## src/rtl/sgdl_pkg.sv

```systemverilog
// Package: constants and types shared by the stereo glide delay line.
`timescale 1ns / 1ps
package sgdl_pkg;
  localparam int unsigned DefDepth = 16384;
  localparam int unsigned DefFrac  = 16;
  localparam int unsigned CfgIdxW  = 3;
  localparam int unsigned CfgDataW = 16;

  typedef enum logic [CfgIdxW-1:0] {
    CFG_SEND    = 3'd0,
    CFG_FB      = 3'd1,
    CFG_RATIO   = 3'd2,
    CFG_SPMS    = 3'd3,
    CFG_ADJ     = 3'd4,
    CFG_SMOOTH  = 3'd5,
    CFG_OFF_L   = 3'd6,
    CFG_OFF_R   = 3'd7
  } cfg_idx_e;

  // Clear sweep, then per word: speed update and two reads per tap, one write.
  typedef enum logic [9:0] {
    ST_CLEAR = 10'b0000000001,
    ST_IDLE  = 10'b0000000010,
    ST_SPDL  = 10'b0000000100,
    ST_SPDR  = 10'b0000001000,
    ST_RL0   = 10'b0000010000,
    ST_RL1   = 10'b0000100000,
    ST_RR0   = 10'b0001000000,
    ST_RR1   = 10'b0010000000,
    ST_WR    = 10'b0100000000,
    ST_OUT   = 10'b1000000000
  } state_e;
endpackage

```

## src/rtl/sgdl_tap_speed.sv

```systemverilog
// Tap speed update: error to target speed, clamp, smoothing step (two stages).
`timescale 1ns / 1ps
module sgdl_tap_speed import sgdl_pkg::*; #(
  parameter int unsigned DEPTH = DefDepth,
  parameter int unsigned FRAC  = DefFrac
) (
  input  logic                        clk_i,
  input  logic                        start_i,
  input  logic [$clog2(DEPTH)-1:0]    wptr_i,
  input  logic [$clog2(DEPTH)+FRAC-1:0] pos_i,
  input  logic signed [31:0]          target_i,  // Q24.8 samples
  input  logic [15:0]                 adjust_i,
  input  logic [15:0]                 smooth_i,
  input  logic [FRAC+1:0]             speed_i,
  output logic [FRAC+1:0]             speed_o
);
  localparam int unsigned AW = $clog2(DEPTH);
  localparam int unsigned PW = AW + FRAC;
  localparam int unsigned EW = PW + 26;
  localparam int unsigned SW = FRAC + 2;
  localparam logic [SW-1:0] One = SW'(1) << FRAC;
  localparam logic [SW-1:0] SpdLo = SW'(((3 << FRAC) + 5) / 10);
  localparam logic [SW-1:0] SpdHi = SW'(3) << FRAC;

  logic [PW-1:0] cur;
  logic signed [EW-1:0] tgt_ext, err;
  logic [EW-1:0] mag;
  logic [EW+15:0] prod;
  logic [EW-1:0] offs;
  logic [SW+1:0] off4;
  logic signed [SW+2:0] tgt;
  logic [SW-1:0] tgt_q_d, tgt_q_q;
  logic signed [SW+1:0] gap;
  logic signed [SW+18:0] step_full;
  logic signed [SW+2:0] step;

  assign cur = {wptr_i, {FRAC{1'b0}}} - pos_i;
  always_comb begin
    if (FRAC >= 8) tgt_ext = EW'(target_i) <<< (FRAC - 8);
    else tgt_ext = EW'(target_i);
    err  = $signed({{(EW-PW){1'b0}}, cur}) - tgt_ext;
    mag  = err[EW-1] ? EW'(-err) : EW'(err);
    prod = mag * adjust_i;
    offs = EW'(prod >> 16);
    off4 = (offs > EW'(4 * One)) ? (SW+2)'(4 * One) : offs[SW+1:0];
    tgt  = err[EW-1] ? $signed({2'b0, One}) - $signed({1'b0, off4})
                     : $signed({2'b0, One}) + $signed({1'b0, off4});
    if (tgt < $signed({3'b0, SpdLo})) tgt_q_d = SpdLo;
    else if (tgt > $signed({3'b0, SpdHi})) tgt_q_d = SpdHi;
    else tgt_q_d = tgt[SW-1:0];
  end

  always_ff @(posedge clk_i) begin
    if (start_i) tgt_q_q <= tgt_q_d;
  end

  always_comb begin
    gap = $signed({2'b0, tgt_q_q}) - $signed({2'b0, speed_i});
    step_full = gap * $signed({1'b0, smooth_i});
    step = (SW+3)'(step_full >>> 16);
    speed_o = SW'($signed({3'b0, speed_i}) + step);
  end
endmodule

```

## config.mk

```make
export PLATFORM = sky130hd
export DESIGN_NAME = sgdl_tap_speed
export DESIGN_NICKNAME = d
export VERILOG_FILES = /design/src/rtl/sgdl_pkg.sv /design/src/rtl/sgdl_tap_speed.sv
export SDC_FILE = /design/constraint.sdc
export NUM_CORES = 2
export LEC_CHECK = 0
export BUFFER_PORTS_ARGS = -buffer_cell sky130_fd_sc_hd__buf_4
export CORE_UTILIZATION = 50
export CTS_CLUSTER_DIAMETER = 60
export DETAILED_ROUTE_END_ITERATION = 10
export PLACE_DENSITY = 0.69
export SYNTH_ARGS = -nofsm -noshare
export SYNTH_HDL_FRONTEND = slang
export SYNTH_SLANG_ARGS = --single-unit
```

## constraint.sdc

```tcl
create_clock -name clk_i -period 19 [get_ports clk_i]
set_input_delay 3.8 -clock clk_i [delete_from_list [all_inputs] [get_ports clk_i]]
set_output_delay 3.8 -clock clk_i [all_outputs]
set_load 0.05 [all_outputs]
```

==> impl_results.md <==
* Max reg flops at 18
* Worst setup path class: in2out
* Slowest library cell on the worst path: fa_1
* Slew headroom at 0.178
* Die area at 0.0899 mm²
* Post-Synth XOR/XNOR Area at 0.0385
* Max stage delay on crit path at 0.54 ns
* Placed instance area at 0.0488 mm²
* Most flop-heavy register: tgt_q_q
* CTS clk-pin slew, worst paths at 0.05 ns
* Layout cells sized above 1 at 0.0998
* Most used routing layer: met2
* Main combinational cell family by area after synthesis: adder cells
* Pin count of the biggest net entering global routing at 41
* Post-Syn Area per Cell at 8.45 µm²
* Routing usage on met2 at 0.479
* Synth top area share at 0.473
* Async S/R FF share, synth at 0
* Final period utilization at 0.975
* Row cnt at 108
* Layout net count at 7173
* Router iterations before antenna repair at 6
* Synth cell count leaders: inv_1, fa_1, nand2_1
* Setup TNS at 0 ns
* Synth Area in Simple Gates at 0.175
* Fin area at 0.0500 mm²
* Remaining routing DRC violations at 0
* Synth warn at 0
* Routed WL per cell at 17.6 µm
* Area Growth Syn to Fin at 12.8%
* Global route total overflow at 0
* Die span in y at 300 µm
* Worst Path Max Fanout at 3
* First-pass GRT wire length at 200 mm
* Core Area at 0.0873 mm²
* Clk buf depth at 2
* H-Tree Depth at 1
* Max Cap Viol at 0
* Mux contribution to synthesized area at 0.00135
* Vias in the first global route at 38.9k
* Clock sink total at 18
* Tmin final at 18.52 ns
* Detailed Place HPWL at 101 mm
* I/O pin count at 146
* Final Non-Filler Cells at 6849
* Post-synth top area cell: fa_1
* Synthesized flop and latch total at 18
* Cts bufs inserted at 3
* Req. time, crit path at 15.20 ns
* Synth cell types at 97
* Synth area leaders: fa_1, inv_1, ha_1
* Max Fclk at 0.0540 GHz
* Status: completed
* Number of antenna diodes at 0
* Most frequent cell after synthesis: inv_1
* Final WL at 121 mm
* Kind of start point of the critical path: input port
* Total GRT Usage at 0.276
* HP Class: in2reg
* Final ANT Viol Nets at 0
* Iter 0 DRT Violations at 2324
* Post-synthesis compound-gate area fraction at 0.0943
* Met1 Track Usage GR at 0.373
* # setup viols final at 0
* Mapped cell area at 0.0444 mm²
* Sequential area share after synthesis at 0.0122
* Final Hold Violating Endpoints at 0
* DP Cell Count at 6803
* Fin worst setup slack at 0.480 ns
* Via count at 36.6k
* # hold bufs at CTS at 0
* Met3 Use GR at 0.0250
* Place WS at -0.507 ns
* Mapped Cells at 5251
* Routability congestion estimate at 1.00
* Worst setup EP type: output pin
* CP arrival at 14.72 ns
* Root buffer cell: clkbuf_16
* Pins Over Slew Limit at 0
* Initial Util at 0.508
* Vias per cell at 5.35
* Slew @ Worst Pin at 1.22 ns
* Post-synth EDFFs at 18
* Synth Area in Adders at 0.558
* Top_reg_cell synth: edfxtp_1
* Die span in x at 300 µm
* Initial antenna violation count at 1
* # port buffers at 145
* TritonCTS clock tree: built
* Largest regs: tgt_q_q x18
[per-stage QoR]
stage          hold slack [ns]   util
2_1_floorplan             3.91      -
3_3_place_gp              4.19  0.559
3_5_place_dp              4.18  0.559
4_1_cts                   3.93  0.561
5_1_grt                   3.94  0.573
6_report                  3.94  0.573
[placed cells by master, fill, tap and decap left out, types with 27 or more instances in the layout]
cell type,netlist,final
a21o_1,51,50
a21oi_1,188,172
and2_1,325,325
buf_4,0,375
conb_1,2,256
fa_1,1049,1048
ha_1,301,290
inv_1,1207,1207
nand2_1,812,809
nand3_1,41,40
nand4_1,56,56
nor2_1,168,159
nor3_1,59,48
o21a_1,32,31
o21ai_0,131,109
o21ai_1,11,27
o21bai_1,32,31
xnor2_1,137,118
xor2_1,58,55
[layer usage]
metal | part of all wire | routed length (µm)
met5 | 0 | 0
met4 | 0.029 | 3510
met3 | 0.059 | 7130
met2 | 0.49 | 59600
met1 | 0.42 | 50400
[critical path, delay by kind of cell]
family / cells / cell delay (ns)
adders and majority gates: 9 / 3.90
buffers and inverters: 9 / 0.94
and+or+nand+nor: 7 / 1.22
AOI/OAI and AO/OA: 25 / 4.38
xor gates and xnor gates: 3 / 0.47
[path summary, 6_finish.rpt]
kind,to,cells past startpoint,startpoint
hold / removal,tgt_q_q[12],1,start_i
setup / recovery,speed_o[17],53,speed_i[1]
[what timing repair did]
| action | in CTS | in global routing |
|---|---|---|
| pin swaps | 3 | 55 |
| setup endpoints to repair | 19 | 26 |
| setup buffers | 0 | 39 |
| gates cloned | 1 | 2 |
| gates resized for setup | 24 | 167 |
[cells by family after synthesis]
group / after synthesis
muxes: 6
and+or+nand+nor: 1625
buffers and inverters: 1419
AOI/OAI and AO/OA: 636
adders and majority gates: 1350
DFF: 18
other: 2
xor gates and xnor gates: 195
[cell type report]
class / count / area (µm²)
multi-input combinational: 4069 / 40300
fill: 8021 / 37200
inverter: 1208 / 4530
timing repair buffer: 395 / 3100
tap: 1155 / 1450
sequential: 18 / 541
clock buffer: 3 / 75.1
clock inverter: 1 / 3.75
Power is left out: the tool's default activity adds up to more than one toggle a clock period on the data nets, which glitch-free logic cannot reach.
